--- src/hw/rtl/fbp_pkg.sv ---
// ----------------------------------------------------------------------------
// fbp_pkg: shared types and constants of the back-off pressure tracker
// Beat structs, command codes, failure kind codes, configuration indexes,
// register reset values and the failure trait table.
// ----------------------------------------------------------------------------
package fbp_pkg;

  localparam int TIME_BITS    = 48;
  localparam int ATTEMPT_BITS = 32;
  localparam int MS_BITS      = 24;
  localparam int KIND_BITS    = 4;
  localparam int COUNT_BITS   = 8;
  localparam int CFG_IDX_BITS = 3;
  localparam int TRAIT_BITS   = 6;

  typedef enum logic [1:0] {
    CMD_FAIL  = 2'd0,
    CMD_RELAY = 2'd1,
    CMD_QUERY = 2'd2,
    CMD_PRUNE = 2'd3
  } cmd_t;

  typedef enum logic [CFG_IDX_BITS-1:0] {
    CFG_FIRST     = 3'd0,
    CFG_SECOND    = 3'd1,
    CFG_MAX       = 3'd2,
    CFG_DNS       = 3'd3,
    CFG_THROTTLED = 3'd4,
    CFG_NOAPP     = 3'd5
  } cfg_idx_t;

  localparam logic [KIND_BITS-1:0] KIND_NONE           = 4'd0;
  localparam logic [KIND_BITS-1:0] KIND_DNS            = 4'd1;
  localparam logic [KIND_BITS-1:0] KIND_HELLO_NO_REPLY = 4'd4;
  localparam logic [KIND_BITS-1:0] KIND_NO_APP_DATA    = 4'd7;
  localparam logic [KIND_BITS-1:0] KIND_SH_NO_PROTO    = 4'd8;
  localparam logic [KIND_BITS-1:0] KIND_CONN_NO_PROTO  = 4'd10;
  localparam logic [KIND_BITS-1:0] KIND_LAST           = 4'd13;

  localparam logic [COUNT_BITS-1:0] COUNT_ONE   = 8'd1;
  localparam logic [COUNT_BITS-1:0] COUNT_TWO   = 8'd2;
  localparam logic [COUNT_BITS-1:0] COUNT_THREE = 8'd3;

  localparam logic [MS_BITS-1:0] FIRST_RESET     = 24'd15000;
  localparam logic [MS_BITS-1:0] SECOND_RESET    = 24'd45000;
  localparam logic [MS_BITS-1:0] MAX_RESET       = 24'd120000;
  localparam logic [MS_BITS-1:0] DNS_RESET       = 24'd30000;
  localparam logic [MS_BITS-1:0] THROTTLED_RESET = 24'd3000;
  localparam logic [MS_BITS-1:0] NOAPP_RESET     = 24'd3000;

  localparam logic [TRAIT_BITS-1:0] T_NEED  = 6'b000001;
  localparam logic [TRAIT_BITS-1:0] T_ROUTE = 6'b000010;
  localparam logic [TRAIT_BITS-1:0] T_ESC   = 6'b000100;
  localparam logic [TRAIT_BITS-1:0] T_ROT   = 6'b001000;
  localparam logic [TRAIT_BITS-1:0] T_INV   = 6'b010000;
  localparam logic [TRAIT_BITS-1:0] T_STALE = 6'b100000;

  localparam logic [TRAIT_BITS-1:0] TRAIT_TABLE [16] = '{
    6'b000000,
    T_NEED,
    T_ROUTE | T_STALE,
    T_ROUTE | T_STALE,
    T_NEED | T_ESC | T_ROT | T_STALE,
    T_NEED | T_ESC | T_ROT | T_STALE,
    T_NEED | T_ESC | T_ROT | T_STALE,
    T_NEED | T_INV | T_STALE,
    T_NEED | T_INV | T_STALE,
    6'b000000,
    T_NEED | T_INV | T_STALE,
    T_INV | T_STALE,
    6'b000000,
    T_NEED,
    6'b000000,
    6'b000000
  };

  typedef struct packed {
    logic can_be_stale;
    logic invalidates_relay;
    logic rotates_tls;
    logic escalates_recipe;
    logic route_only;
    logic needs_cooldown;
  } traits_t;

  typedef struct packed {
    logic [MS_BITS-1:0] first_cooldown_ms;
    logic [MS_BITS-1:0] second_cooldown_ms;
    logic [MS_BITS-1:0] max_cooldown_ms;
    logic [MS_BITS-1:0] dns_negative_ms;
    logic [MS_BITS-1:0] throttled_retry_ms;
    logic [MS_BITS-1:0] no_app_data_ms;
  } cfg_regs_t;

  typedef struct packed {
    cmd_t                    cmd;
    logic [ATTEMPT_BITS-1:0] attempt_id;
    logic [KIND_BITS-1:0]    failure_kind;
    logic [TIME_BITS-1:0]    event_time;
    logic [COUNT_BITS-1:0]   failure_count;
  } in_beat_t;

  typedef struct packed {
    logic                 pressure_active;
    logic [KIND_BITS-1:0] pressure_kind;
    logic [TIME_BITS-1:0] retry_until;
    logic                 updated;
    logic [MS_BITS-1:0]   cooldown_ms;
    logic                 needs_cooldown;
    logic                 route_only;
    logic                 escalates_recipe;
    logic                 rotates_tls;
    logic                 invalidates_relay;
    logic                 can_be_stale;
  } out_beat_t;

  typedef struct packed {
    logic                 active;
    logic [KIND_BITS-1:0] kind;
    logic [TIME_BITS-1:0] hold_end;
    logic                 updated;
  } rec_status_t;

endpackage

--- src/hw/rtl/fbp_cfg_regs.sv ---
// ----------------------------------------------------------------------------
// fbp_cfg_regs: configuration register file
// Six cooldown registers written through a plain write port.
// ----------------------------------------------------------------------------
module fbp_cfg_regs (
  input  logic                                clk,
  input  logic                                rst_n,
  input  logic                                cfg_we,
  input  logic [fbp_pkg::CFG_IDX_BITS-1:0]    cfg_index,
  input  logic [fbp_pkg::MS_BITS-1:0]         cfg_wdata,
  output fbp_pkg::cfg_regs_t                  regs
);
  import fbp_pkg::*;

  cfg_regs_t regs_r;

  always_ff @(posedge clk) begin
    if (!rst_n) begin
      regs_r.first_cooldown_ms  <= FIRST_RESET;
      regs_r.second_cooldown_ms <= SECOND_RESET;
      regs_r.max_cooldown_ms    <= MAX_RESET;
      regs_r.dns_negative_ms    <= DNS_RESET;
      regs_r.throttled_retry_ms <= THROTTLED_RESET;
      regs_r.no_app_data_ms     <= NOAPP_RESET;
    end else if (cfg_we) begin
      unique case (cfg_idx_t'(cfg_index))
        CFG_FIRST:     regs_r.first_cooldown_ms  <= cfg_wdata;
        CFG_SECOND:    regs_r.second_cooldown_ms <= cfg_wdata;
        CFG_MAX:       regs_r.max_cooldown_ms    <= cfg_wdata;
        CFG_DNS:       regs_r.dns_negative_ms    <= cfg_wdata;
        CFG_THROTTLED: regs_r.throttled_retry_ms <= cfg_wdata;
        CFG_NOAPP:     regs_r.no_app_data_ms     <= cfg_wdata;
        default: ;
      endcase
    end
  end

  assign regs = regs_r;

endmodule

--- src/hw/rtl/fbp_lookup.sv ---
// ----------------------------------------------------------------------------
// fbp_lookup: cooldown ladder lookup
// Selects the cooldown for a failure kind and count.
// ----------------------------------------------------------------------------
module fbp_lookup (
  input  logic [fbp_pkg::KIND_BITS-1:0]  kind,
  input  logic [fbp_pkg::COUNT_BITS-1:0] count,
  input  fbp_pkg::cfg_regs_t             regs,
  output logic [fbp_pkg::MS_BITS-1:0]    cooldown_ms
);
  import fbp_pkg::*;

  always_comb begin
    unique case (kind)
      KIND_DNS:            cooldown_ms = regs.dns_negative_ms;
      KIND_HELLO_NO_REPLY: cooldown_ms = regs.first_cooldown_ms;
      KIND_NO_APP_DATA: begin
        cooldown_ms = (count <= COUNT_THREE) ? regs.no_app_data_ms : regs.first_cooldown_ms;
      end
      KIND_SH_NO_PROTO, KIND_CONN_NO_PROTO: begin
        if (count <= COUNT_ONE) begin
          cooldown_ms = regs.throttled_retry_ms;
        end else if (count == COUNT_TWO) begin
          cooldown_ms = regs.first_cooldown_ms;
        end else begin
          cooldown_ms = regs.second_cooldown_ms;
        end
      end
      default: begin
        if (count <= COUNT_ONE) begin
          cooldown_ms = regs.first_cooldown_ms;
        end else if (count == COUNT_TWO) begin
          cooldown_ms = regs.second_cooldown_ms;
        end else begin
          cooldown_ms = regs.max_cooldown_ms;
        end
      end
    endcase
  end

endmodule

--- src/hw/rtl/fbp_record.sv ---
// ----------------------------------------------------------------------------
// fbp_record: pressure record and its update rules
// Holds the record and computes its next value and the status of one beat.
// ----------------------------------------------------------------------------
module fbp_record (
  input  logic                         clk,
  input  logic                         rst_n,
  input  logic                         fire,
  input  fbp_pkg::in_beat_t            beat,
  input  logic [fbp_pkg::MS_BITS-1:0]  fail_cooldown_ms,
  output fbp_pkg::rec_status_t         status
);
  import fbp_pkg::*;

  typedef struct packed {
    logic [ATTEMPT_BITS-1:0] attempt;
    logic [KIND_BITS-1:0]    kind;
    logic [TIME_BITS-1:0]    observed;
    logic [TIME_BITS-1:0]    hold_end;
  } record_t;

  record_t rec_r;
  record_t rec_nxt;

  logic [TIME_BITS:0]   sum;
  logic [TIME_BITS-1:0] until_new;
  logic                 upd;
  logic                 active;

  assign sum       = (TIME_BITS+1)'(beat.event_time) + (TIME_BITS+1)'(fail_cooldown_ms);
  assign until_new = sum[TIME_BITS] ? {TIME_BITS{1'b1}} : sum[TIME_BITS-1:0];

  always_comb begin
    rec_nxt = rec_r;
    upd     = 1'b0;
    unique case (beat.cmd)
      CMD_FAIL: begin
        if (beat.attempt_id != '0 && beat.failure_kind != KIND_NONE &&
            beat.failure_kind <= KIND_LAST && beat.event_time != '0 &&
            beat.attempt_id > rec_r.attempt) begin
          if (!(rec_r.hold_end > beat.event_time && until_new < rec_r.hold_end)) begin
            rec_nxt.attempt  = beat.attempt_id;
            rec_nxt.kind     = beat.failure_kind;
            rec_nxt.observed = beat.event_time;
            rec_nxt.hold_end = until_new;
            upd              = 1'b1;
          end
        end
      end
      CMD_RELAY: begin
        if (beat.attempt_id != '0 && beat.event_time != '0 &&
            rec_r.attempt < beat.attempt_id && rec_r.observed <= beat.event_time) begin
          rec_nxt = '0;
          upd     = 1'b1;
        end
      end
      CMD_PRUNE: begin
        if (rec_r.hold_end <= beat.event_time) begin
          rec_nxt = '0;
          upd     = 1'b1;
        end
      end
      default: ;
    endcase
  end

  assign active = rec_nxt.hold_end > beat.event_time;

  always_comb begin
    status.active   = active;
    status.kind     = active ? rec_nxt.kind : '0;
    status.hold_end = active ? rec_nxt.hold_end : '0;
    status.updated  = upd;
  end

  always_ff @(posedge clk) begin
    if (!rst_n) begin
      rec_r <= '0;
    end else if (fire) begin
      rec_r <= rec_nxt;
    end
  end

endmodule

--- src/hw/rtl/failure_backoff_pressure_tracker.sv ---
// ----------------------------------------------------------------------------
// failure_backoff_pressure_tracker: back-off pressure record for one endpoint
// Throughput is one beat per cycle while the output is not stalled.
// The record is written as a beat leaves the input register.
// Reset clears the record and both stages and loads the default cooldowns.
// Input register, one pass of lookup and record logic, then a result register.
// ----------------------------------------------------------------------------
module failure_backoff_pressure_tracker (
  input  logic                             clk,
  input  logic                             rst_n,
  input  logic                             in_valid,
  output logic                             in_ready,
  input  fbp_pkg::in_beat_t                in_data,
  output logic                             out_valid,
  input  logic                             out_ready,
  output fbp_pkg::out_beat_t               out_data,
  input  logic                             cfg_we,
  input  logic [fbp_pkg::CFG_IDX_BITS-1:0] cfg_index,
  input  logic [fbp_pkg::MS_BITS-1:0]      cfg_wdata
);
  import fbp_pkg::*;

  in_beat_t    s1_data_r;
  logic        s1_valid_r;
  out_beat_t   out_data_r;
  logic        out_valid_r;
  logic        out_load;
  logic        s1_fire;
  cfg_regs_t   regs;
  logic [MS_BITS-1:0] fail_cd;
  logic [MS_BITS-1:0] item_cd;
  traits_t     item_traits;
  rec_status_t status;
  out_beat_t   out_nxt;

  assign out_load = !out_valid_r || out_ready;
  assign s1_fire  = s1_valid_r && out_load;
  assign in_ready = !s1_valid_r || out_load;

  fbp_cfg_regs u_cfg (
    .clk       (clk),
    .rst_n     (rst_n),
    .cfg_we    (cfg_we),
    .cfg_index (cfg_index),
    .cfg_wdata (cfg_wdata),
    .regs      (regs)
  );

  fbp_lookup u_fail_lookup (
    .kind        (s1_data_r.failure_kind),
    .count       (COUNT_ONE),
    .regs        (regs),
    .cooldown_ms (fail_cd)
  );

  fbp_lookup u_item_lookup (
    .kind        (s1_data_r.failure_kind),
    .count       (s1_data_r.failure_count),
    .regs        (regs),
    .cooldown_ms (item_cd)
  );

  assign item_traits = traits_t'(TRAIT_TABLE[s1_data_r.failure_kind]);

  fbp_record u_record (
    .clk              (clk),
    .rst_n            (rst_n),
    .fire             (s1_fire),
    .beat             (s1_data_r),
    .fail_cooldown_ms (fail_cd),
    .status           (status)
  );

  always_comb begin
    out_nxt.pressure_active   = status.active;
    out_nxt.pressure_kind     = status.kind;
    out_nxt.retry_until       = status.hold_end;
    out_nxt.updated           = status.updated;
    out_nxt.cooldown_ms       = item_cd;
    out_nxt.needs_cooldown    = item_traits.needs_cooldown;
    out_nxt.route_only        = item_traits.route_only;
    out_nxt.escalates_recipe  = item_traits.escalates_recipe;
    out_nxt.rotates_tls       = item_traits.rotates_tls;
    out_nxt.invalidates_relay = item_traits.invalidates_relay;
    out_nxt.can_be_stale      = item_traits.can_be_stale;
  end

  always_ff @(posedge clk) begin
    if (!rst_n) begin
      s1_valid_r  <= 1'b0;
      out_valid_r <= 1'b0;
    end else begin
      if (in_valid && in_ready) begin
        s1_valid_r <= 1'b1;
      end else if (s1_fire) begin
        s1_valid_r <= 1'b0;
      end
      if (s1_fire) begin
        out_valid_r <= 1'b1;
      end else if (out_ready) begin
        out_valid_r <= 1'b0;
      end
    end
  end

  always_ff @(posedge clk) begin
    if (in_valid && in_ready) begin
      s1_data_r <= in_data;
    end
    if (s1_fire) begin
      out_data_r <= out_nxt;
    end
  end

  assign out_valid = out_valid_r;
  assign out_data  = out_data_r;

endmodule

--- config.mk ---
export PLATFORM = sky130hd
export DESIGN_NAME = failure_backoff_pressure_tracker
export DESIGN_NICKNAME = d
export VERILOG_FILES = /design/src/hw/rtl/fbp_pkg.sv /design/src/hw/rtl/fbp_cfg_regs.sv /design/src/hw/rtl/fbp_lookup.sv /design/src/hw/rtl/fbp_record.sv /design/src/hw/rtl/failure_backoff_pressure_tracker.sv
export SDC_FILE = /design/constraint.sdc
export NUM_CORES = 1
export LEC_CHECK = 0
export BUFFER_PORTS_ARGS = -buffer_cell sky130_fd_sc_hd__buf_2
export CORE_MARGIN = 2
export CORE_UTILIZATION = 45
export DETAILED_ROUTE_END_ITERATION = 16
export PLACE_DENSITY = 0.67
export SYNTH_ARGS = -nofsm -noshare
export SYNTH_HDL_FRONTEND = slang
export SYNTH_SLANG_ARGS = --single-unit
--- constraint.sdc ---
create_clock -name clk -period 9.2 [get_ports clk]
set_input_delay 1.38 -clock clk [delete_from_list [all_inputs] [get_ports clk]]
set_output_delay 1.38 -clock clk [all_outputs]
set_load 0.1 [all_outputs]
* Word level (Yosys, flattened, before mapping)
Memories as Yosys holds them, arrays and structs flattened. A register that Yosys moved wholly into a read port is not among the register bits. Index checks and enable logic that the tools add are counted.
Cells by class: add/subtract/negate cells 1, $lt $le $gt $ge 10, equal/unequal tests 17, mux-type cells 22, bitwise gates (word level) 1, reduce and logical (&&, ||, !) cells 30
Operators with widths (count):
- 132-bit 2-to-1 mux | 4
- 132-bit one-hot mux with 3 select lines | 1
- 24-bit 2-to-1 mux | 5
- 48-bit greater-than comparator | 2
- 48-bit less-or-equal comparator | 2
- 24-bit one-hot mux with 4 select lines | 1
- 24-bit one-hot mux with 3 select lines | 1
- 48-bit by 24-bit adder with 49-bit output | 1
- 48-bit less-than comparator | 1
- 48-bit 2-to-1 mux | 1
- 48-bit nonzero test | 1
- 32-bit greater-than comparator | 1
- 32-bit less-than comparator | 1
- 32-bit nonzero test | 1
- 2-bit AND reduction | 6
- 1-bit logical AND | 10
- 4-bit by 3-bit == test with 1-bit output, second input constant | 2
- 4-bit == test, second input constant | 2
- 8-bit by 2-bit == test with 1-bit output, second input constant | 1
- 8-bit by 1-bit less-or-equal comparator with 1-bit output, second input constant | 1
- 8-bit by 2-bit less-or-equal comparator with 1-bit output, second input constant | 1
- 1-bit 2-to-1 mux | 8
- 3-bit by 2-bit == test with 1-bit output, second input constant | 2
- 3-bit == test, second input constant | 2
- other kinds (18) | 23
Word-level totals: flip-flop bits (word level) 450, memory bits (read-only) 96, bits of input ports 126, memories kept 1
Memories:
- (name not given) | depth 16, bits a word 6, read ports 1, clocked after Yosys merged registers in 1, wr ports 0, line failure_backoff_pressure_tracker.sv:63 | assign item_traits = traits_t'(TRAIT_TABLE[s1_data_r.failure_kind]);

* Longest topological paths before layout
word-level depth 11, mapped depth 45, depth with buffers taken out 38

* By module
Synthesis repeated with hierarchy kept, for this count alone.
Unflattened totals: cell total of the unflattened synthesis 3000, area total of the unflattened synthesis 28493.6 µm²
By module, submodules not included:
- fbp_record | times used 1, cells each 1538, area an instance 12663.4 µm²
- failure_backoff_pressure_tracker | times used 1, cells each 203, area an instance 5506.5 µm²
- fbp_cfg_regs | times used 1, cells each 521, area an instance 5469.0 µm²
- fbp_lookup | times used 2, cells each 369, area an instance 2427.3 µm²

* Worst setup path after synthesis
OpenSTA, ideal clock, no wires.
kind register to register, from register s1_data_r[56] (netlist name), to register out_data_r (netlist bit out_data[58]), data pin, data arrival time 9189 ps, required time 8923 ps, slack -266 ps, stages on the path, launching flop included 44, cell sequence edfxtp_1 clkbuf_1 inv_1 nor4_1 clkbuf_1 a222oi_1 a21oi_1 ha_1 inv_1 fa_1 nand2b_1 a21oi_1 o2111ai_1 a211oi_1 a21o_1 and2_1 clkbuf_1 clkbuf_1 (+8 left out) a211oi_2 or2_4 buf_2 buf_2 buf_2 o22ai_1 ha_1 a21o_1 a21o_1 a211oi_1 o31ai_1 a21o_1 a2111o_1 o211ai_1 or2_1 buf_6 buf_6 o32ai_1
RTL lines:
- start, declared | line failure_backoff_pressure_tracker.sv:23 | in_beat_t s1_data_r;
- start signal, assigned | line failure_backoff_pressure_tracker.sv:108 | s1_data_r <= in_data;
- end signal, assigned | line failure_backoff_pressure_tracker.sv:111 | out_data_r <= out_nxt;
- end, declared | line failure_backoff_pressure_tracker.sv:25 | out_beat_t out_data_r;

==> flow_metrics.tcl <==
set metrics [dict create \
    synth_seq_cells 455 \
    yosysWarnings 0 \
    gp_congestion 0.988 \
    clk_latency_ns 0.63 \
    rows 87 \
    antenna_found_initial 3 \
    numCtsBuffers 51 \
    critPathCaptureType "flip-flop" \
    setup_viol 0 \
    reg2regPathDepth 43 \
    grt.total_usage 0.287 \
    finalHoldViolations 0 \
    worst_path_most_repeated_cell "buf_4" \
    skew_ns 0.0367 \
    pwr_density_cell_mw_per_mm2 181 \
    dr.pass1.iters 6 \
    root_buffer "clkbuf_16" \
    die_area_mm2 0.0584 \
    vias_per_cell 6.12 \
    crit_slowest_cell "a2111o_1" \
    die_h_um 242 \
    slew_viol_final 4 \
    synth_edf_count 177 \
    cts.sinks 455 \
    coreArea_mm2 0.0562 \
    drive_gt1_frac 0.190 \
    path_clk_slew_ns 0.06 \
    yosys_most_used_dff "dfxtp_1" \
    outcome "complete, but fails checks" \
    drt_iter0_markers 2557 \
    peakVddDrop_v 0.000146 \
    dp_cells 3717 \
    ys_async_sr_fraction 0 \
    violations "max-capacitance violations, max-slew violations" \
    dieWidth_um 242 \
    cap_violations 1 \
    crit_required_ns 9.55 \
    cts_tree "done" \
    min_path_type "flip-flop to flip-flop" \
    crit_path_start_kind "flip-flop" \
    htreeDepth 2 \
    fill_cells 5106 \
    area_growth_pct 21.1 \
    io_buffers 211 \
    drt.antenna.violating_nets 0 \
    synth_area_per_cell_um2 9.15 \
    grt_overflow 0 \
    wl_um 88600 \
    worstPathMaxFanout 21 \
    worstPathArrival_ns 9.39 \
    leakagePower_nw 12.8 \
    grt_max_degree 103 \
    whs_ns 0.457 \
    critPathKind "flip-flop to flip-flop" \
    clock_path_buffers 3 \
    fin_crit_sh 0.983 \
    worst_slew_pin_slew_ns 1.55 \
    post_drt_wl_per_cell_um 23.0 \
    drc_errors 0 \
    syn_nets 3151 \
    finalSetupTns_ns 0 \
    grt_pass1_wl_um 132000 \
    vias 23566 \
    fmax_mhz 111 \
    ios 212 \
    slew_headroom -0.0409 \
    cp_slowest_stage_delay_ns 0.51 \
    final_cells 3853 \
    hold_depth 2 \
    first_global_vias 22512 \
    ys_types 79 \
    start_util 0.453 \
    finalCriticalPeriod_ns 9.04 \
    final_nets 3426 \
    synthCells 2777 \
    synth.yosys.seq_area_share 0.428 \
    netlist_area_mm2 0.0254 \
    dpl.hpwl_um 62100 \
]
==> worst max-delay path, delay by kind of cell, from the launching register on <==
kind	cells	cell delay (ns)
AOI/OAI and AO/OA	16	3.54
adders and majority gates	3	0.87
buffers and inverters	10	1.52
DFF	1	0.40
and+or+nand+nor	14	2.41
==> kinds of logic (layout without fill, tap and decap cells) <==
family	Yosys count	count (layout)	synth area share
and+or+nand+nor	853	855	0.151
DFF	455	455	0.428
other	0	2	0
xor gates and xnor gates	21	21	0.00724
AOI/OAI and AO/OA	787	787	0.211
buffers and inverters	343	659	0.0535
muxes	70	70	0.0276
adders and majority gates	248	248	0.122
==> final cells by class <==
cell class	instances	area (µm²)	area share
antenna	2	5.00	0.000163
clock buffer	59	1340	0.0434
clock inverter	37	571	0.0185
inverter	188	716	0.0232
multi-input combinational	1981	13800	0.449
sequential	455	10900	0.353
tap	756	946	0.0307
timing repair buffer	375	2520	0.0819
==> flip-flops by register name, summed over array words and instances (netlist names) <==
register        count
out_data           83
out_valid           1
s1_valid_r          1
u_record.rec_r    132
u_cfg.regs        144
s1_data_r          94
==> metal layers <==
metal / track usage / routed length, µm / vias to the layer above / part of all wire
li1: - / - / 10865 / -
met1: 0.399 / 38300 / 11430 / 0.43
met2: 0.461 / 40700 / 1086 / 0.46
met3: 0.0377 / 6740 / 183 / 0.076
met4: 0.0959 / 2870 / 2 / 0.032
met5: 0 / 7 / - / 0.000079
==> path summary, 6_finish.rpt <==
path | startpoint | end | slack [ns]
min reg2reg | u_cfg.regs[75] | u_cfg.regs[75] | 0.46
max | s1_data_r[58] | out_data[38] | 0.16
max reg2reg | s1_data_r[58] | out_data[38] | 0.16
min | u_cfg.regs[75] | u_cfg.regs[75] | 0.46
==> cells in the mapped netlist, types with 7 or more instances <==
master	n	area, µm²
a211oi_1	19	143
a21o_1	38	285
a21oi_1	253	1270
a221o_1	26	260
a222oi_1	19	190
a22o_1	80	701
a22oi_1	16	120
a31oi_1	11	68.8
a32oi_1	50	438
and3_1	12	75.1
buf_1	8	30.0
buf_2	33	165
clkbuf_1	108	405
dfxtp_1	278	5570
edfxtp_1	177	5320
ha_1	247	3090
inv_1	186	698
mux2i_1	69	691
nand2_1	466	1750
nand2b_1	13	81.3
nand3_1	84	420
nand4_1	69	432
nor2_1	111	417
nor2b_1	11	68.8
nor3_1	20	100
nor4_1	33	206
o211ai_1	16	120
o21a_1	12	90.1
o21ai_0	85	425
o221ai_1	15	131
o22ai_1	88	551
o2bb2ai_1	11	96.3
o2bb2ai_2	7	105
xnor2_1	12	105
xor2_1	9	78.8
==> placed cells by master, fill, tap and decap left out, types with 64 or more instances in the layout <==
| cell | count |
|---|---|
| a21oi_1 | 233 |
| nor2_1 | 97 |
| inv_1 | 183 |
| dfxtp_1 | 278 |
| nand4_1 | 69 |
| nand3_1 | 81 |
| buf_2 | 211 |
| o21ai_0 | 76 |
| ha_1 | 241 |
| a22o_1 | 80 |
| buf_4 | 142 |
| nand2_1 | 464 |
| o22ai_1 | 81 |
| mux2i_1 | 64 |
| edfxtp_1 | 177 |
==> report_power, final <==
group | leakage, nW | total [mW] | switching, mW | internal, mW
sequential | 3.97 | 2.24 | 0.0718 | 2.17
clock | 0.908 | 2.31 | 0.913 | 1.40
combinational | 7.94 | 1.01 | 0.663 | 0.346
==> timing repair <==
item,in CTS,in global routing
resized for setup,16,117
setup endpoints to repair,53,53
hold buffers,0,0
gates cloned,2,6
pin swaps,5,43
buffers inserted,3,29
==> through the flow <==
stage	power (mW)	utilization	setup WS (ns)	cell area [µm²]
finish	5.56	0.548	0.159	30800
global route	5.75	0.548	-0.0686	30800
CTS	5.50	0.533	0.0266	29900
detailed placement	3.19	0.497	-0.629	27900
global placement	3.18	0.497	-0.734	27900
floorplan	2.86	-	0.0111	25400
Note: power is estimated with default switching activity, not from simulation.
